## config.mk

```make
export PLATFORM = sky130hd
export DESIGN_NAME = battery_voltage_moving_average
export DESIGN_NICKNAME = d
export VERILOG_FILES = /design/src/design/bvma_pkg.sv /design/src/design/battery_voltage_moving_average.sv
export SDC_FILE = /design/constraint.sdc
export NUM_CORES = 1
export LEC_CHECK = 0
export CAP_MARGIN = 20
export CORE_UTILIZATION = 50
export CTS_CLUSTER_DIAMETER = 50
export DETAILED_ROUTE_END_ITERATION = 6
export DONT_BUFFER_PORTS = 1
export PLACE_DENSITY = 0.72
export SLEW_MARGIN = 20
export SYNTH_ARGS = -nofsm -noshare
export SYNTH_HDL_FRONTEND = slang
export SYNTH_SLANG_ARGS = --single-unit
```

## constraint.sdc

```tcl
create_clock -name clk -period 10.7 [get_ports clk]
set_input_delay 1.605 -clock clk [delete_from_list [all_inputs] [get_ports clk]]
set_output_delay 1.605 -clock clk [all_outputs]
set_load 0.1 [all_outputs]
```

## src/design/bvma_pkg.sv

```systemverilog
// ----------------------------------------------------------------------------
// bvma_pkg - shared constants for the battery voltage moving average
// Register indexes, mode codes, conversion constants and datapath widths.
// ----------------------------------------------------------------------------
`default_nettype none

package bvma_pkg;

  // Default depth of the sample ring store
  localparam int MAX_WINDOW_DEF = 16;

  // Configuration port
  localparam int CFG_ADDR_W = 2;
  localparam int CFG_DATA_W = 16;

  localparam logic [CFG_ADDR_W-1:0] REG_MONITOR_EN = 2'd0;
  localparam logic [CFG_ADDR_W-1:0] REG_CAL_GAIN   = 2'd1;
  localparam logic [CFG_ADDR_W-1:0] REG_WINDOW_LEN = 2'd2;
  localparam logic [CFG_ADDR_W-1:0] REG_CELL_COUNT = 2'd3;

  // Register widths and reset values
  localparam int GAIN_W = 16;
  localparam int WIN_W  = 5;
  localparam int CELL_W = 5;

  localparam logic [GAIN_W-1:0] GAIN_RST = 16'd4096;
  localparam logic [WIN_W-1:0]  WIN_RST  = 5'd1;
  localparam logic [CELL_W-1:0] CELL_RST = 5'd1;

  // Input item mode codes
  localparam int MODE_W = 2;
  localparam logic [MODE_W-1:0] MODE_INIT   = 2'd0;
  localparam logic [MODE_W-1:0] MODE_RESEED = 2'd1;
  localparam logic [MODE_W-1:0] MODE_UPDATE = 2'd2;

  // Field widths
  localparam int ADC_W  = 10;
  localparam int VOLT_W = 16;

  // Conversion constants
  localparam int ADC_REF_MV = 3300;
  localparam int ADC_FULL   = 1023;
  localparam int DIV_RATIO  = 11;
  localparam int CELL_MV    = 3500;

  // Serial divider: dividend bits, divisor bits, cycle counter width
  localparam int DIV_W = 22;
  localparam int DD_W  = 10;
  localparam int CNT_W = 5;

  // Serial multiplier: multiplier bits and product width
  localparam int MUL_W  = 16;
  localparam int PROD_W = 32;

  // Millivolt quotient width (at most 3300)
  localparam int MV_W = 12;

endpackage

`default_nettype wire

```

## src/design/battery_voltage_moving_average.sv

```systemverilog
// ----------------------------------------------------------------------------
// battery_voltage_moving_average - bit-serial battery voltage boxcar filter
// Scales ADC readings to calibrated millivolts and averages them over a ring.
// ----------------------------------------------------------------------------
// Usage:
//   Input stream: in_tuser carries the mode, in_tdata the 10-bit ADC sample.
//   Result stream: out_tdata carries the voltage estimate in millivolts.
//   Configuration: cfg_wen/cfg_addr/cfg_wdata, written only while idle.
// Sequence (accept to result transfer), one item in flight at a time:
//   mode 3 or monitor disabled : straight to the output state.
//   modes 0 and 1, or window 1 : /1023 divide, then gain multiply.
//   mode 2, window w > 1       : divide, multiply, store write, position
//                                wrap by repeated subtraction of the window
//                                length, sum of w entries, divide for the mean.
//   Both divides use the shared bit-serial divider (one quotient bit per
//   cycle); the gain multiply uses the shift-add multiplier (one gain bit per
//   cycle).
// Reset clears the ring store (all entries read as zero), the write position
// and the voltage estimate; registers return to their documented defaults.
// The result sits in an output register: a new item is accepted while it
// waits, and a stalled receiver only holds the block once the next result
// is ready.
// ----------------------------------------------------------------------------
`default_nettype none

module battery_voltage_moving_average #(
  parameter int MAX_WINDOW = bvma_pkg::MAX_WINDOW_DEF
) (
  input  wire logic                            clk,
  input  wire logic                            rst_n,
  // configuration write port
  input  wire logic                            cfg_wen,
  input  wire logic [bvma_pkg::CFG_ADDR_W-1:0] cfg_addr,
  input  wire logic [bvma_pkg::CFG_DATA_W-1:0] cfg_wdata,
  // input stream
  input  wire logic                            in_tvalid,
  output      logic                            in_tready,
  input  wire logic [15:0]                     in_tdata,   // [9:0] adc_sample
  input  wire logic [bvma_pkg::MODE_W-1:0]     in_tuser,   // [1:0] mode
  // result stream
  output      logic                            out_tvalid,
  input  wire logic                            out_tready,
  output      logic [15:0]                     out_tdata   // [15:0] voltage_mv
);

  // Derived sizes
  localparam int WMAX = (MAX_WINDOW < 31) ? MAX_WINDOW : 31;
  localparam int WW   = $clog2(WMAX + 1);
  localparam int AW   = (MAX_WINDOW > 1) ? $clog2(MAX_WINDOW) : 1;
  localparam int CW   = (AW + 1 > WW) ? AW + 1 : WW;
  localparam int VW   = bvma_pkg::VOLT_W;
  localparam int SW   = VW + WW;

  // Sequencer states
  localparam logic [2:0] S_IDLE  = 3'd0;
  localparam logic [2:0] S_DIV   = 3'd1;
  localparam logic [2:0] S_MUL   = 3'd2;
  localparam logic [2:0] S_APPLY = 3'd3;
  localparam logic [2:0] S_MOD   = 3'd4;
  localparam logic [2:0] S_SUM   = 3'd5;
  localparam logic [2:0] S_OUT   = 3'd6;

  // Divider job codes
  localparam logic JOB_MV   = 1'b0;
  localparam logic JOB_MEAN = 1'b1;

  // Configuration registers
  logic                          mon_en_r;
  logic [bvma_pkg::GAIN_W-1:0]   gain_r;
  logic [bvma_pkg::WIN_W-1:0]    win_r;
  logic [bvma_pkg::CELL_W-1:0]   cell_r;

  // Control state
  logic [2:0]                    st_r, st_nxt;
  logic                          job_r, job_nxt;
  logic [bvma_pkg::CNT_W-1:0]    cnt_r, cnt_nxt;
  logic [AW-1:0]                 pos_r, pos_nxt;
  logic [MAX_WINDOW-1:0]         vld_r, vld_nxt;
  logic [VW-1:0]                 seed_r, seed_nxt;
  logic [VW-1:0]                 cur_r, cur_nxt;
  logic [WW-1:0]                 rd_idx_r, rd_idx_nxt;
  logic                          rd_pend_r, rd_pend_nxt;
  logic                          out_valid_r, out_valid_nxt;

  // Datapath registers
  logic [bvma_pkg::MODE_W-1:0]   mode_r, mode_nxt;
  logic [bvma_pkg::DIV_W-1:0]    dq_r, dq_nxt;
  logic [bvma_pkg::DD_W-1:0]     dr_r, dr_nxt;
  logic [bvma_pkg::DD_W-1:0]     dd_r, dd_nxt;
  logic [bvma_pkg::PROD_W-1:0]   prod_r, prod_nxt;
  logic [VW-1:0]                 mcand_r, mcand_nxt;
  logic [bvma_pkg::MUL_W-1:0]    gsh_r, gsh_nxt;
  logic [VW-1:0]                 raw_r, raw_nxt;
  logic [CW-1:0]                 p_r, p_nxt;
  logic [SW-1:0]                 acc_r, acc_nxt;
  logic [VW-1:0]                 out_data_r, out_data_nxt;

  // Ring store
  logic [VW-1:0]                 mem [MAX_WINDOW];
  logic [VW-1:0]                 mem_q_r;
  logic                          vld_q_r;
  logic                          mem_we;
  logic [AW-1:0]                 rd_addr;

  // Helpers
  logic                          in_xfer;
  logic [WW-1:0]                 weff;
  logic [bvma_pkg::DD_W:0]       div_t, div_diff;
  logic                          div_ge;
  logic [bvma_pkg::MUL_W:0]      mul_sum;
  logic [16:0]                   cell_prod;
  logic [VW-1:0]                 cell_mv;
  logic [VW-1:0]                 mv16;
  logic [VW-1:0]                 rd_val;
  logic                          rd_issue;

  assign in_xfer    = in_tvalid && in_tready;
  assign in_tready  = (st_r == S_IDLE);
  assign out_tvalid = out_valid_r;
  assign out_tdata  = out_data_r;

  // Effective window: zero counts as one, clamp to store depth
  always_comb begin
    if (win_r == '0) begin
      weff = WW'(1);
    end else if (32'(win_r) > 32'(WMAX)) begin
      weff = WW'(WMAX);
    end else begin
      weff = WW'(win_r);
    end
  end

  // Default voltage from cell count, saturated
  assign cell_prod = 17'(cell_r) * 17'(bvma_pkg::CELL_MV);
  assign cell_mv   = cell_prod[16] ? '1 : cell_prod[15:0];

  // One restoring divide step per cycle
  assign div_t    = {dr_r, dq_r[bvma_pkg::DIV_W-1]};
  assign div_ge   = (div_t >= {1'b0, dd_r});
  assign div_diff = div_t - {1'b0, dd_r};

  // One shift-add multiply step per cycle
  assign mul_sum = {1'b0, prod_r[bvma_pkg::PROD_W-1:bvma_pkg::MUL_W]}
                 + {1'b0, (gsh_r[0] ? mcand_r : '0)};

  // Millivolts: low quotient bits after the last /1023 step
  assign mv16 = {{(VW - bvma_pkg::MV_W){1'b0}}, dq_r[bvma_pkg::MV_W-2:0], div_ge};

  // Store read: entries not written since reseed read as the seed value
  assign rd_addr  = AW'(rd_idx_r);
  assign rd_val   = vld_q_r ? mem_q_r : seed_r;
  assign rd_issue = (rd_idx_r < weff);

  // Sequencer
  always_comb begin
    st_nxt        = st_r;
    job_nxt       = job_r;
    cnt_nxt       = cnt_r;
    pos_nxt       = pos_r;
    vld_nxt       = vld_r;
    seed_nxt      = seed_r;
    cur_nxt       = cur_r;
    rd_idx_nxt    = rd_idx_r;
    rd_pend_nxt   = rd_pend_r;
    out_valid_nxt = out_valid_r;
    mode_nxt      = mode_r;
    dq_nxt        = dq_r;
    dr_nxt        = dr_r;
    dd_nxt        = dd_r;
    prod_nxt      = prod_r;
    mcand_nxt     = mcand_r;
    gsh_nxt       = gsh_r;
    raw_nxt       = raw_r;
    p_nxt         = p_r;
    acc_nxt       = acc_r;
    out_data_nxt  = out_data_r;
    mem_we        = 1'b0;

    // result leaves the output register
    if (out_valid_r && out_tready) begin
      out_valid_nxt = 1'b0;
    end

    unique case (st_r)
      S_IDLE: begin
        if (in_xfer) begin
          mode_nxt = in_tuser;
          case (in_tuser) inside
            bvma_pkg::MODE_INIT, bvma_pkg::MODE_RESEED, bvma_pkg::MODE_UPDATE: begin
              if (mon_en_r) begin
                // millivolts = sample * 3300 / 1023
                dq_nxt  = bvma_pkg::DIV_W'(in_tdata[bvma_pkg::ADC_W-1:0])
                        * bvma_pkg::DIV_W'(bvma_pkg::ADC_REF_MV);
                dr_nxt  = '0;
                dd_nxt  = bvma_pkg::DD_W'(bvma_pkg::ADC_FULL);
                cnt_nxt = bvma_pkg::CNT_W'(bvma_pkg::DIV_W - 1);
                job_nxt = JOB_MV;
                st_nxt  = S_DIV;
              end else begin
                cur_nxt = cell_mv;
                st_nxt  = S_OUT;
              end
            end
            default: begin
              // unused mode: report the current estimate unchanged
              st_nxt = S_OUT;
            end
          endcase
        end
      end

      S_DIV: begin
        dq_nxt = {dq_r[bvma_pkg::DIV_W-2:0], div_ge};
        dr_nxt = div_ge ? div_diff[bvma_pkg::DD_W-1:0] : div_t[bvma_pkg::DD_W-1:0];
        if (cnt_r == '0) begin
          if (job_r == JOB_MV) begin
            mcand_nxt = (mv16 << 3) + (mv16 << 1) + mv16;
            gsh_nxt   = gain_r;
            prod_nxt  = '0;
            cnt_nxt   = bvma_pkg::CNT_W'(bvma_pkg::MUL_W - 1);
            st_nxt    = S_MUL;
          end else begin
            cur_nxt = dq_nxt[VW-1:0];
            st_nxt  = S_OUT;
          end
        end else begin
          cnt_nxt = cnt_r - 1'b1;
        end
      end

      S_MUL: begin
        prod_nxt = {mul_sum, prod_r[bvma_pkg::MUL_W-1:1]};
        gsh_nxt  = gsh_r >> 1;
        if (cnt_r == '0) begin
          // drop Q4.12 fraction and saturate to 16 bits
          raw_nxt = (prod_nxt[bvma_pkg::PROD_W-1:28] != '0) ? '1 : prod_nxt[27:12];
          st_nxt  = S_APPLY;
        end else begin
          cnt_nxt = cnt_r - 1'b1;
        end
      end

      S_APPLY: begin
        case (mode_r)
          bvma_pkg::MODE_RESEED: begin
            seed_nxt = raw_r;
            vld_nxt  = '0;
            pos_nxt  = '0;
            cur_nxt  = raw_r;
            st_nxt   = S_OUT;
          end
          bvma_pkg::MODE_UPDATE: begin
            if (weff == WW'(1)) begin
              cur_nxt = raw_r;
              st_nxt  = S_OUT;
            end else begin
              mem_we         = 1'b1;
              vld_nxt[pos_r] = 1'b1;
              p_nxt          = CW'(pos_r) + CW'(1);
              st_nxt         = S_MOD;
            end
          end
          default: begin
            cur_nxt = raw_r;
            st_nxt  = S_OUT;
          end
        endcase
      end

      S_MOD: begin
        // wrap next position into the window by repeated subtraction
        if (p_r >= CW'(weff)) begin
          p_nxt = p_r - CW'(weff);
        end else begin
          pos_nxt     = p_r[AW-1:0];
          rd_idx_nxt  = '0;
          rd_pend_nxt = 1'b0;
          acc_nxt     = '0;
          st_nxt      = S_SUM;
        end
      end

      S_SUM: begin
        // one entry per cycle, read data registered
        if (rd_issue) begin
          rd_idx_nxt = rd_idx_r + 1'b1;
        end
        rd_pend_nxt = rd_issue;
        if (rd_pend_r) begin
          acc_nxt = acc_r + SW'(rd_val);
        end
        if (!rd_issue && !rd_pend_r) begin
          dq_nxt  = bvma_pkg::DIV_W'(acc_r);
          dr_nxt  = '0;
          dd_nxt  = bvma_pkg::DD_W'(weff);
          cnt_nxt = bvma_pkg::CNT_W'(bvma_pkg::DIV_W - 1);
          job_nxt = JOB_MEAN;
          st_nxt  = S_DIV;
        end
      end

      S_OUT: begin
        if (!out_valid_r || out_tready) begin
          out_data_nxt  = cur_r;
          out_valid_nxt = 1'b1;
          st_nxt        = S_IDLE;
        end
      end

      default: begin
        st_nxt = S_IDLE;
      end
    endcase
  end

  // Control registers and configuration
  always_ff @(posedge clk) begin
    if (!rst_n) begin
      st_r        <= S_IDLE;
      job_r       <= JOB_MV;
      cnt_r       <= '0;
      pos_r       <= '0;
      vld_r       <= '0;
      seed_r      <= '0;
      cur_r       <= '0;
      rd_idx_r    <= '0;
      rd_pend_r   <= 1'b0;
      out_valid_r <= 1'b0;
      mon_en_r    <= 1'b0;
      gain_r      <= bvma_pkg::GAIN_RST;
      win_r       <= bvma_pkg::WIN_RST;
      cell_r      <= bvma_pkg::CELL_RST;
    end else begin
      st_r        <= st_nxt;
      job_r       <= job_nxt;
      cnt_r       <= cnt_nxt;
      pos_r       <= pos_nxt;
      vld_r       <= vld_nxt;
      seed_r      <= seed_nxt;
      cur_r       <= cur_nxt;
      rd_idx_r    <= rd_idx_nxt;
      rd_pend_r   <= rd_pend_nxt;
      out_valid_r <= out_valid_nxt;
      if (cfg_wen) begin
        unique case (cfg_addr)
          bvma_pkg::REG_MONITOR_EN: mon_en_r <= cfg_wdata[0];
          bvma_pkg::REG_CAL_GAIN:   gain_r   <= cfg_wdata[bvma_pkg::GAIN_W-1:0];
          bvma_pkg::REG_WINDOW_LEN: win_r    <= cfg_wdata[bvma_pkg::WIN_W-1:0];
          bvma_pkg::REG_CELL_COUNT: cell_r   <= cfg_wdata[bvma_pkg::CELL_W-1:0];
          default: ;
        endcase
      end
    end
  end

  // Datapath registers
  always_ff @(posedge clk) begin
    mode_r     <= mode_nxt;
    dq_r       <= dq_nxt;
    dr_r       <= dr_nxt;
    dd_r       <= dd_nxt;
    prod_r     <= prod_nxt;
    mcand_r    <= mcand_nxt;
    gsh_r      <= gsh_nxt;
    raw_r      <= raw_nxt;
    p_r        <= p_nxt;
    acc_r      <= acc_nxt;
    out_data_r <= out_data_nxt;
  end

  // Ring store: one write port, one registered read port
  always_ff @(posedge clk) begin
    if (mem_we) begin
      mem[pos_r] <= raw_r;
    end
    mem_q_r <= mem[rd_addr];
    vld_q_r <= vld_r[rd_addr];
  end

  // Checks
  a_busy_after_accept: assert property (@(posedge clk) disable iff (!rst_n)
    in_xfer |=> !in_tready)
    else $error("input accepted again while an item is in progress");

  a_div_rem_below_divisor: assert property (@(posedge clk) disable iff (!rst_n)
    (st_r == S_DIV) |-> (dr_r < dd_r))
    else $error("divider remainder not below divisor");

  a_sum_index_bound: assert property (@(posedge clk) disable iff (!rst_n)
    (st_r == S_SUM) |-> (rd_idx_r <= weff))
    else $error("summation index ran past the window");

  a_result_from_out_state: assert property (@(posedge clk) disable iff (!rst_n)
    $rose(out_valid_r) |-> $past(st_r == S_OUT))
    else $error("result presented outside the output state");

endmodule

`default_nettype wire

```

# Word level (Yosys, flattened, before mapping)
# Memories as Yosys holds them, arrays and structs flattened. A register that Yosys moved wholly into a read port is not among the register bits.
# Index checks and enable logic that the tools add are counted.
# word_totals
regBits,262
mem_bits_rw,256
in_bits,41
out_inout_bits,18
word_cells,215
mem_count,1
# memory_table
memory,words,word_bits,rd,rd_ports_with_merged_regs,write_ports,line_no,source
mem,16,16,1,1,1,battery_voltage_moving_average.sv:99,logic [VW-1:0] mem [MAX_WINDOW];
# op_classes
n_addsub,9
mul,2
n_lt_le_gt_ge,7
eq_ne,35
mux,89
bitwise,2
n_reduce_logical,44
# op_table
cell,count
16-bit 2-to-1 mux,13
10-bit 2-to-1 mux,9
22-bit 2-to-1 mux,4
5-bit 2-to-1 mux,14
22-bit one-hot mux with 3 select lines,1
32-bit 2-to-1 mux,2
16-bit one-hot mux with 2 select lines,2
32-bit one-hot mux with 2 select lines,1
16-bit one-hot mux with 3 select lines,1
21-bit 2-to-1 mux,2
21-bit one-hot mux with 2 select lines,1
2-bit != test (second input constant),15
10-bit one-hot mux with 3 select lines,1
3-bit 2-to-1 mux,9
21-bit by 16-bit adder with 21-bit output,1
3-bit one-hot mux with 7 select lines,1
10-bit by 10-bit multiplier with 20-bit output (second input constant),1
10-bit one-hot mux with 2 select lines,1
5-bit one-hot mux with 2 select lines,2
5-bit one-hot mux with 4 select lines,1
2-bit AND reduction,9
3-bit AND reduction,6
16-bit by 16-bit adder with 17-bit output,1
15-bit by 13-bit adder with 16-bit output,1
other kinds (44),89

# Depth between registers and ports, before layout
# Gate-level depths: netlist of the first run.
# depth
ltp_word,9
ltp_mapped,19
mapped_depth_nobuf,19

# Worst setup path before layout of the first run
# OpenSTA, ideal clock, no wires.
# synth_path
path_type,input port to flip-flop
from,in in_tdata[2]
to,"reg dq_r[20] (netlist bit), data pin"
setup_time_ps,269
arrival_ps,5312
t_required_ps,10431
slack_ps,5119
path_stages,14
cell_sequence,ha_1 -> xor2_1 -> ha_1 -> fa_1 -> fa_1 -> ha_1 -> ha_1 -> a21o_1 -> a211o_1 -> o2111ai_1 -> nand3_1 -> o41ai_1 -> xor2_1 -> a21oi_1
# synth_between
elab_chain_cells,5
# synth_lines
element,line_no,source
start: declaration,battery_voltage_moving_average.sv:38,"input wire logic [15:0] in_tdata,"
10-bit by 10-bit multiplier with 20-bit output,battery_voltage_moving_average.sv:193,* bvma_pkg::DIV_W'(bvma_pkg::ADC_REF_MV);
22-bit 2-to-1 mux,battery_voltage_moving_average.sv:190,if (mon_en_r) begin
22-bit 2-to-1 mux,battery_voltage_moving_average.sv:188,case (in_tuser) inside
22-bit 2-to-1 mux,battery_voltage_moving_average.sv:186,if (in_xfer) begin
22-bit one-hot mux with 3 select lines,battery_voltage_moving_average.sv:184,unique case (st_r)
net dq_nxt (one bit),battery_voltage_moving_average.sv:87,"logic [bvma_pkg::DIV_W-1:0] dq_r, dq_nxt;"
end signal: assignment,battery_voltage_moving_average.sv:359,dq_r <= dq_nxt;
end: declaration,battery_voltage_moving_average.sv:87,
# The timed path passes the listed nets, and every way through them passes these cells. The select of a mux whose other input is x is not followed.
# A chain may end at the register's enable or synchronous reset.

# Worst setup path after layout of the first run
# layout_path
from,reg dr_r[0] (netlist bit)
to,"reg mcand_r[14], data pin"
# layout_between
elab_chain_cells,3
# layout_lines
element,line_no,source
start: declaration,battery_voltage_moving_average.sv:88,"logic [bvma_pkg::DD_W-1:0] dr_r, dr_nxt;"
start signal: assignment,battery_voltage_moving_average.sv:360,dr_r <= dr_nxt;
11-bit by 10-bit greater-or-equal comparator with 1-bit output *,battery_voltage_moving_average.sv:139,"assign div_ge = (div_t >= {1'b0, dd_r});"
net div_ge,battery_voltage_moving_average.sv:109,logic div_ge;
15-bit by 13-bit adder with 16-bit output,battery_voltage_moving_average.sv:217,mcand_nxt = (mv16 << 3) + (mv16 << 1) + mv16;
16-bit by 12-bit adder with 16-bit output *,battery_voltage_moving_average.sv:217,
end signal: assignment,battery_voltage_moving_average.sv:363,mcand_r <= mcand_nxt;
end: declaration,battery_voltage_moving_average.sv:91,"logic [VW-1:0] mcand_r, mcand_nxt;"
# The timed path passes the listed nets; every way through them passes the cells marked *.

==> results.json, run 1 <==
{
  "status": "finished, final reports clean",
  "synthesis.nets": 2307,
  "final-setup-viol-count": 0,
  "row_count": 83,
  "crit_start": "dr_r[0]$_SDFFCE_PN0P_",
  "die_w_um": 231,
  "io_buffers": 0,
  "place_area_um2": 27000,
  "synthCells": 2057,
  "start_util_pct": 50.9,
  "peakVddDrop_mv": 0.159,
  "postCtsSetupRepairBufs": 0,
  "start_kind": "flip-flop",
  "ys.flop_type": "edfxtp_1",
  "first_iter_violations": 1446,
  "synthTopCellsByCount": "edfxtp_1 (405), nand2_1 (186), ha_1 (165)",
  "first_pass_iters": 5,
  "antenna_found_initial": 0,
  "reg2reg_to": "mcand_r[14]$_DFFE_PP_",
  "yosysTopAreaCell": "edfxtp_1",
  "grt_max_degree": 72,
  "maxCapViolCount": 0,
  "layout_setup_ws_ns": 4.98,
  "r2r_slack_ns": 4.98,
  "syn_avg_cell_area_um2": 12.8,
  "synth-seq-area-share_pct": 54.8,
  "htreeDepth": 2,
  "critical-path-slowest-cell": "a2111oi_0",
  "max_freq_mhz": 175,
  "clock-sinks": 517,
  "routed_wl_um": 60200,
  "synth_mux_area_share_pct": 9.58,
  "diodes": 0,
  "crit_type": "reg -> reg",
  "routed_via_density": 5.98,
  "maxSlewHeadroom_pct": 21.5,
  "finalNetCount": 2302,
  "clk_pin_slew_ns": 0.06,
  "syn_area_um2": 26300,
  "slew_violations": 0,
  "seqCellArea_um2": 14400,
  "hp-class": "reg -> reg",
  "cts_hold_buf": 0,
  "design_area_um2": 28700,
  "synth_compound_area_share_pct": 9.56,
  "grt_pass1_wl_um": 93100,
  "synth-edff-count": 405,
  "fin_skew_ns": 0.0168,
  "endpoint": "mcand_r[14]$_DFFE_PP_",
  "tns_ns": 0,
  "synth-simple-area-share_pct": 9.87,
  "grt_pass1_vias": 16600,
  "crit_path_end_kind": "flip-flop",
  "tightest_slew_ns": 1.18,
  "dieArea_um2": 53400,
  "cpLargestDelayFamily": "compound AO/OA/AOI/OAI gates",
  "drc": 0,
  "area_growth_pct": 9.40,
  "gp_congestion": 0.908,
  "ys_seq_elements": 517,
  "cp.arrival_ns": 6.03,
  "required_ns": 11.01,
  "synth_xor_area_share_pct": 2.20,
  "yosys.area_share.adder_pct": 11.2,
  "avgRoutedWirePerCell_um": 21.7,
  "period_minus_slack_ns": 5.72,
  "clk_root_buffer_cell": "clkbuf_16",
  "final.fill_count": 4059,
  "io_pins": 59,
  "finalHoldViolCount": 0,
  "ys_top_cells_by_area": "edfxtp_1 (46%), dfxtp_1 (8.5%), ha_1 (7.9%)",
  "num_vias": 16600,
  "power.leakage_nw": 10.5,
  "tritoncts": "done",
  "r2r_start": "dr_r[0]$_SDFFCE_PN0P_",
  "finalCritPeriodShare_pct": 53.5,
  "powerDensity_nw_per_um2": 249,
  "cp_num_cells": 17,
  "yosys_warnings": 0,
  "clk_latency_ns": 0.58,
  "max_stage_delay_ns": 0.66,
  "reg2reg_depth": 17,
  "rsz0062_at_grt": "no",
  "path_cells": "ha_1 > nor2b_1 > o31a_1 > o31ai_2 > a21oi_1 > o21a_1 > nor2_1 > inv_1 > fa_1 > fa_1 > a21oi_1 > o21ai_0 > nor4_1 > nor3_1 > a2111oi_0 > a21oi_1 > xor2_1",
  "cts_resized": 0,
  "dpl.hpwl_um": 40900,
  "final_layout_size_suffix_gt1_share_pct": 11.6,
  "path_buf_inv": 1,
  "pre_cts_ws_ns": 4.84,
  "clk_path_buf_depth": 3,
  "grt_usage_pct": 22.7,
  "coreArea_um2": 51600,
  "synth_most_common_cell": "edfxtp_1",
  "critical_path.max_fanout": 9,
  "die_y_um": 231,
  "grt_overflow": 0,
  "ant_nets": 0,
  "cts_buffers": 51,
  "multi_input_area_um2": 11200,
  "crit_top_cell": "a21oi_1",
  "async_flop_share_pct": 0,
  "synth.top_cell.area_share_pct": 46.3,
  "ys_types": 78,
  "synth_top_family_by_area": "adder cells"
}
worst register-to-register path: stages (launching register included):
cell       delay, ns
edfxtp_1        0.43
ha_1            0.34
nor2b_1         0.15
o31a_1          0.29
o31ai_2         0.28
a21oi_1         0.17
o21a_1          0.32
nor2_1          0.29
inv_1           0.30
fa_1            0.57
fa_1            0.47
a21oi_1         0.18
o21ai_0         0.19
nor4_1          0.32
nor3_1          0.12
a2111oi_0       0.66
a21oi_1         0.20
xor2_1          0.19
routing by layer:
layer | track usage (%) | up-vias | wire length, µm
met2 | 38.3 | 544 | 29300
met3 | 3.14 | 111 | 3560
met4 | 7.31 | 0 | 1770
met1 | 30.4 | 8284 | 25600
met5 | 0 | - | 0
li1 | - | 7650 | -
cells in the final DEF, fill, tap and decap left out, types with 16 or more instances in the layout:
master     count
a21o_1        28
dfxtp_1      109
xor2_1        36
edfxtp_1     405
nor3_1        28
mux2i_1       42
o21ai_0       71
mux2_2        16
fa_1          44
and2_1        39
and3_1        16
nand2_1      186
xnor2_1       30
nand3_1       42
mux4_2        85
a211oi_1      20
a21oi_1      132
buf_4         17
nor2_1       146
o21a_1        20
clkbuf_16     52
inv_1        103
ha_1         165
registers in the layout, summed over array words and instances (netlist names), 2 cells and up:
signal / flops
win_r: 5
p_r: 5
dq_r: 22
mcand_r: 16
cnt_r: 5
cell_r: 5
pos_r: 4
gsh_r: 16
acc_r: 21
rd_idx_r: 5
mem: 256
dr_r: 10
st_r: 3
mode_r: 2
dd_r: 6
vld_r: 16
prod_r: 19
raw_r: 16
gain_r: 16
seed_r: 16
mem_q_r: 16
cur_r: 16
out_tdata: 16
power by group:
| part | internal [mW] | total (mW) | switching, mW |
|---|---|---|---|
| logic | 0.990 | 2.40 | 1.41 |
| clock network | 1.07 | 1.82 | 0.758 |
| registers | 2.61 | 2.94 | 0.334 |
| total | 4.66 | 7.17 | 2.51 |
area by class of cell:
type	count	share of cell area (%)
Tap cell	680	2.96
Clock inverter	25	0.967
Clock buffer	69	4.99
Multi-Input combinational cell	1357	38.9
Inverter	105	1.38
Sequential cell	517	50.2
Timing Repair Buffer	20	0.675
how the worst min path moves through the flow:
stage | startpoint | end | cells past startpoint
2_1_floorplan | cur_r[0]$_SDFFE_PN0P_ | out_tdata[0]$_DFFE_PP_ | 0
3_3_place_gp | cur_r[1]$_SDFFE_PN0P_ | out_tdata[1]$_DFFE_PP_ | 0
3_5_place_dp | cur_r[0]$_SDFFE_PN0P_ | out_tdata[0]$_DFFE_PP_ | 0
4_1_cts | cur_r[8]$_SDFFE_PN0P_ | out_tdata[8]$_DFFE_PP_ | 0
5_1_grt | cur_r[0]$_SDFFE_PN0P_ | out_tdata[0]$_DFFE_PP_ | 0
6_report | cur_r[8]$_SDFFE_PN0P_ | out_tdata[8]$_DFFE_PP_ | 0
cells by family (layout without fill, tap and decap cells):
logic type | after synthesis | in the layout
fa+ha+maj | 209 | 209
flops | 517 | 517
buf+inv | 183 | 219
xor+xnor | 66 | 66
compound gates | 385 | 385
simple gates | 554 | 554
mux | 143 | 143
per-stage QoR:
step / std cells / power [mW] / hold WS, ns / utilization, %
3_5_place_dp: 2677 / 5.34 / 0.416 / 52.3
3_3_place_gp: 2677 / 5.27 / 0.419 / 52.3
6_report: 2773 / 7.17 / 0.426 / 55.7
5_1_grt: 2773 / 7.56 / 0.431 / 55.7
4_1_cts: 2771 / 7.16 / 0.428 / 55.6
2_1_floorplan: 2057 / 4.72 / 0.403 / -
(Power assumes the default switching activity.)
==> inputs of run 2 (changes only) <==
PLACE_DENSITY = 0.75   (was 0.72)
clock period = 4.7 ns   (was 10.7 ns; I/O delays follow)
==> results.json, run 2 (same netlist as run 1, synthesis figures left out) <==
{
  "status": "finished, final reports clean",
  "grt.busiest_layer": "met2",
  "routed_wl_um": 62400,
  "switching_share_pct": 35.4,
  "clock-sinks": 517,
  "reg2reg_depth": 19,
  "dpl.hpwl_um": 41600,
  "start_util_pct": 50.9,
  "routed_via_density": 5.96,
  "area_growth_pct": 11.2,
  "reg.largest.list": "mem x256, dq_r x22, acc_r x21",
  "powerDensity_nw_per_um2": 574,
  "r2r_start": "dr_r[0]$_SDFFCE_PN0P_",
  "finalNetCount": 2355,
  "grt_pass1_vias": 16900,
  "num_vias": 16900,
  "top_register": "mem",
  "power.leakage_nw": 10.8,
  "hp-class": "in -> reg",
  "cts_hold_buf": 0,
  "min_path_cells": 1,
  "multi_input_area_um2": 11200,
  "crit_type": "reg -> reg",
  "layout.cells.non_filler": 2830,
  "seq_power_share_pct": 40.2,
  "peakVddDrop_mv": 0.460,
  "diodes": 0,
  "gp_congestion": 0.878,
  "hp-start": "rst_n",
  "first_pass_iters": 5,
  "fin_skew_ns": 0.0194,
  "htreeDepth": 2,
  "clk_pin_slew_ns": 0.06,
  "final.fill_count": 3951,
  "maxSlewHeadroom_pct": 23.4,
  "coreArea_um2": 51600,
  "final_layout_size_suffix_gt1_share_pct": 14.4,
  "grt_overflow": 0,
  "crit_path_end_kind": "flip-flop",
  "grt_use_met2_pct": 40.1,
  "drc": 0,
  "p_comb_share_pct": 34.6,
  "row_count": 83,
  "first_iter_violations": 1477,
  "postCtsSetupRepairBufs": 0,
  "clk_root_buffer_cell": "clkbuf_16",
  "required_ns": 5.04,
  "clk_latency_ns": 0.61,
  "final-setup-viol-count": 0,
  "grt_use_met1_pct": 31.4,
  "finalHoldViolCount": 0,
  "finalCritPeriodShare_pct": 95.4,
  "clkPwrFrac_pct": 25.2,
  "final_common_cell": "edfxtp_1",
  "most-common-layout-cells": "edfxtp_1 (405), nand2_1 (186), ha_1 (165)",
  "cts_buffers": 53,
  "p_int_mw": 10.8,
  "io_pins": 59,
  "start_kind": "flip-flop",
  "total_power_mw": 16.8,
  "crit_start": "dr_r[0]$_SDFFCE_PN0P_",
  "io_buffers": 0,
  "grt_pass1_wl_um": 96500,
  "avgRoutedWirePerCell_um": 22.0,
  "ant_nets": 0,
  "die_y_um": 231,
  "tightest_slew_ns": 1.15,
  "die_w_um": 231,
  "period_minus_slack_ns": 4.49,
  "cp.arrival_ns": 4.82,
  "switchingPower_mw": 5.93,
  "seqCellArea_um2": 14400,
  "antenna_found_initial": 0,
  "use_met3_pct": 3.53,
  "critical_path.max_fanout": 3,
  "grt_usage_pct": 23.7,
  "clk_path_buf_depth": 3,
  "dieArea_um2": 53400,
  "tritoncts": "done",
  "max_freq_mhz": 223,
  "maxCapViolCount": 0,
  "dp_cells": 2730,
  "grt_max_degree": 72,
  "largest_register_ffs": 256,
  "slew_violations": 0
}
-- run 2: cell types whose count changed in the layout (fill, tap and decap cells not counted), moves of 3 or more --
cell and change:
a21oi_2 +3, bufinv_16 -3, inv_6 +3, a21oi_1 -3, buf_4 +53, clkbuf_16 +3
-- run 2: area by class of cell --
class	instances	share of cell area, %
Tap cell	680	2.91
Inverter	105	1.35
Clock inverter	27	0.857
Clock buffer	73	5.18
Timing Repair Buffer	71	1.89
Multi-Input combinational cell	1357	38.5
Sequential cell	517	49.3
-- run 2: final timing paths --
path | endpoint | slack (ns)
max | mcand_r[14]$_DFFE_PP_ | 0.21
min | win_r[0]$_SDFFE_PN1P_ | 0.17
max reg2reg | mcand_r[14]$_DFFE_PP_ | 0.21
min reg2reg | out_tdata[14]$_DFFE_PP_ | 0.43
-- run 2: power groups by stage --
stage	combinational (mW)	sequential [mW]	clock (mW)
floorplan	4.32	6.43	0
global placement	5.45	6.79	0
detailed placement	5.62	6.82	0
CTS	5.69	6.74	4.27
global route	6.44	6.80	4.43
finish	5.81	6.74	4.22
-- run 2: layer usage --
layer / part of all wire (%) / vias up / wire [µm]
li1: - / 7781 / -
met1: 41 / 8361 / 25600
met2: 49 / 611 / 30700
met3: 6.8 / 126 / 4210
met4: 3.1 / 0 / 1910
met5: 0 / - / 0
-- run 2: what timing repair did --
action                     4_1_cts  5_1_grt
cloned                           0        0
gates resized for setup          1       13
setup endpoints to repair        2        3
pin swaps                        0        7
-- run 2: metrics by stage --
stage               hold slack [ns]  TNS (ns)  util [%]  setup WS (ns)  instance area (µm²)
floorplan                     0.403         0         -         0.0185                26300
global placement              0.413    -0.231      53.0         -0.108                27400
detailed placement            0.420    -0.640      53.0         -0.192                27400
CTS                           0.136         0      56.5       0.000581                29100
global route                  0.154   -0.0150      56.6        -0.0150                29200
finish                        0.170         0      56.6          0.214                29200
-- run 2: worst max-delay path: stages (launching register included) --
cell	delay, ns
edfxtp_1	0.39
ha_1	0.32
nor2b_1	0.15
o31a_1	0.37
o31ai_4	0.28
a21oi_2	0.10
o21a_1	0.22
nor2_2	0.13
inv_2	0.10
buf_4	0.15
ha_1	0.17
ha_1	0.21
fa_2	0.36
a21oi_2	0.19
o21ai_2	0.10
nor4_2	0.36
nor3_2	0.09
a2111oi_4	0.25
a21oi_1	0.14
xor2_1	0.15
==> inputs of run 3 (changes only) <==
CORE_ASPECT_RATIO = 0.75   (was not set)
PLACE_DENSITY = 0.72   (was 0.75)
clock period = 5.8 ns   (was 4.7 ns; I/O delays follow)
==> results.json, run 3 (same netlist as run 1, synthesis figures left out) <==
{
  "status": "finished, final reports clean",
  "path_cells": "inv_1 > ha_1 > nor2b_1 > o31a_1 > o31ai_2 > a21oi_1 > o21a_1 > nor2_1 > inv_1 > fa_1 > fa_1 > a21oi_1 > o21ai_0 > nor4_1 > nor3_1 > a2111oi_1 > a21oi_1 > xor2_1",
  "post-route-util_pct": 55.7,
  "fin_skew_ns": 0.0336,
  "start_kind": "flip-flop",
  "io_pins": 59,
  "dpl.hpwl_um": 42600,
  "cts_resized": 0,
  "finalCritPeriodShare_pct": 96.4,
  "crit_type": "reg -> reg",
  "r2r_start": "dd_r[1]$_SDFFCE_PN1P_",
  "final.fill_count": 4161,
  "reg2reg_to": "mcand_r[14]$_DFFE_PP_",
  "grt_pass1_wl_um": 96800,
  "cpLargestDelayFamily": "compound AO/OA/AOI/OAI gates",
  "cts_buffers": 49,
  "layout_setup_ws_ns": 0.208,
  "cp.arrival_ns": 5.93,
  "hp-class": "in -> reg",
  "row_count": 72,
  "peakVddDrop_mv": 0.252,
  "grt_usage_pct": 23.7,
  "pre_cts_ws_ns": 0.239,
  "antenna_found_initial": 3,
  "diodes": 0,
  "clk_path_buf_depth": 3,
  "cts_hold_buf": 0,
  "avgRoutedWirePerCell_um": 22.3,
  "start_util_pct": 50.8,
  "clock-sinks": 517,
  "powerDensity_nw_per_um2": 460,
  "maxCapViolCount": 0,
  "tns_ns": 0,
  "clk_latency_ns": 0.60,
  "drc": 0,
  "clk_pin_slew_ns": 0.07,
  "routed_wl_um": 62600,
  "required_ns": 6.14,
  "endpoint": "mcand_r[14]$_DFFE_PP_",
  "final_common_cell": "edfxtp_1",
  "die_w_um": 267,
  "max_freq_mhz": 179,
  "max_stage_delay_ns": 0.58,
  "crit_top_cell": "a21oi_1",
  "reg.largest.list": "mem x256, dq_r x22, acc_r x21",
  "r2r_slack_ns": 0.21,
  "num_vias": 16800,
  "period_minus_slack_ns": 5.59,
  "area_growth_pct": 9.70,
  "postCtsSetupRepairBufs": 0,
  "htreeDepth": 2,
  "tritoncts": "done",
  "finalHoldViolCount": 0,
  "grt_pass1_vias": 16800,
  "cp_num_cells": 18,
  "routed_via_density": 6.00,
  "fin_hold_ws_ns": 0.339,
  "io_buffers": 0,
  "crit_path_end_kind": "flip-flop",
  "tightest_slew_ns": 1.13,
  "most-common-layout-cells": "edfxtp_1 (405), nand2_1 (185), ha_1 (165)",
  "first_pass_iters": 7,
  "grt_overflow": 0,
  "path_buf_inv": 2,
  "die_y_um": 200,
  "ant_nets": 0,
  "coreArea_um2": 51700,
  "reg2reg_depth": 18,
  "largest_register_ffs": 256,
  "rsz0062_at_grt": "no",
  "gp_congestion": 0.955,
  "critical-path-slowest-cell": "a2111oi_1",
  "top_register": "mem",
  "final_layout_size_suffix_gt1_share_pct": 12.0,
  "finalNetCount": 2308,
  "final-setup-viol-count": 0,
  "critical_path.max_fanout": 9,
  "slew_violations": 0,
  "seqCellArea_um2": 14400,
  "crit_start": "dd_r[1]$_SDFFCE_PN1P_",
  "multi_input_area_um2": 11200,
  "grt_max_degree": 72,
  "first_iter_violations": 1893,
  "clk_root_buffer_cell": "clkbuf_16",
  "power.leakage_nw": 10.6,
  "dieArea_um2": 53500,
  "total_power_mw": 13.2,
  "maxSlewHeadroom_pct": 24.4
}
## run 3: layout make-up
type,count,area share (%)
Multi-Input combinational cell,1357,38.8
Timing Repair Buffer,28,0.921
Clock inverter,18,0.725
Clock buffer,74,5.12
Tap cell,703,3.05
Sequential cell,517,50.0
Inverter,105,1.37
## run 3: per-layer routing
metal | vias up | wire length [µm] | global-route usage (%)
met3 | 85 | 6200 | 5.35
met1 | 8400 | 27500 | 35.0
met2 | 657 | 27900 | 35.6
met5 | - | 8 | 0
li1 | 7661 | - | -
met4 | 2 | 1040 | 5.75
## run 3: worst min path at each step
stage / from / to / slack [ns] / cells after the start
CTS: rst_n / cell_r[0]$_SDFFE_PN1P_ / 0.32 / 1
global route: rst_n / cell_r[0]$_SDFFE_PN1P_ / 0.33 / 1
floorplan: cur_r[0]$_SDFFE_PN0P_ / out_tdata[0]$_DFFE_PP_ / 0.40 / 0
global placement: cur_r[8]$_SDFFE_PN0P_ / out_tdata[8]$_DFFE_PP_ / 0.41 / 0
finish: rst_n / cell_r[0]$_SDFFE_PN1P_ / 0.34 / 1
detailed placement: cur_r[8]$_SDFFE_PN0P_ / out_tdata[8]$_DFFE_PP_ / 0.42 / 0
## run 3: through the flow
stage / cells / cell area [µm²]
after detailed placement: 2708 / 27100
after global routing: 2802 / 28800
final: 2802 / 28800
after global placement: 2706 / 27000
after floorplan: 2057 / 26300
after CTS: 2800 / 28800
## run 3: worst reg2reg max path, delay by kind of cell (launching register included)
kind	cells	cell delay (ns)
compound gates	8	2.22
fa+ha+maj	3	1.23
flops	1	0.42
xor+xnor	1	0.17
simple gates	4	0.98
buf+inv	2	0.31
## run 3: report_power, final
group,internal (mW),total (mW),switching (mW)
registers,4.81,5.47,0.664
logic,1.82,4.45,2.63
clock network,1.88,3.32,1.44
total,8.51,13.2,4.74
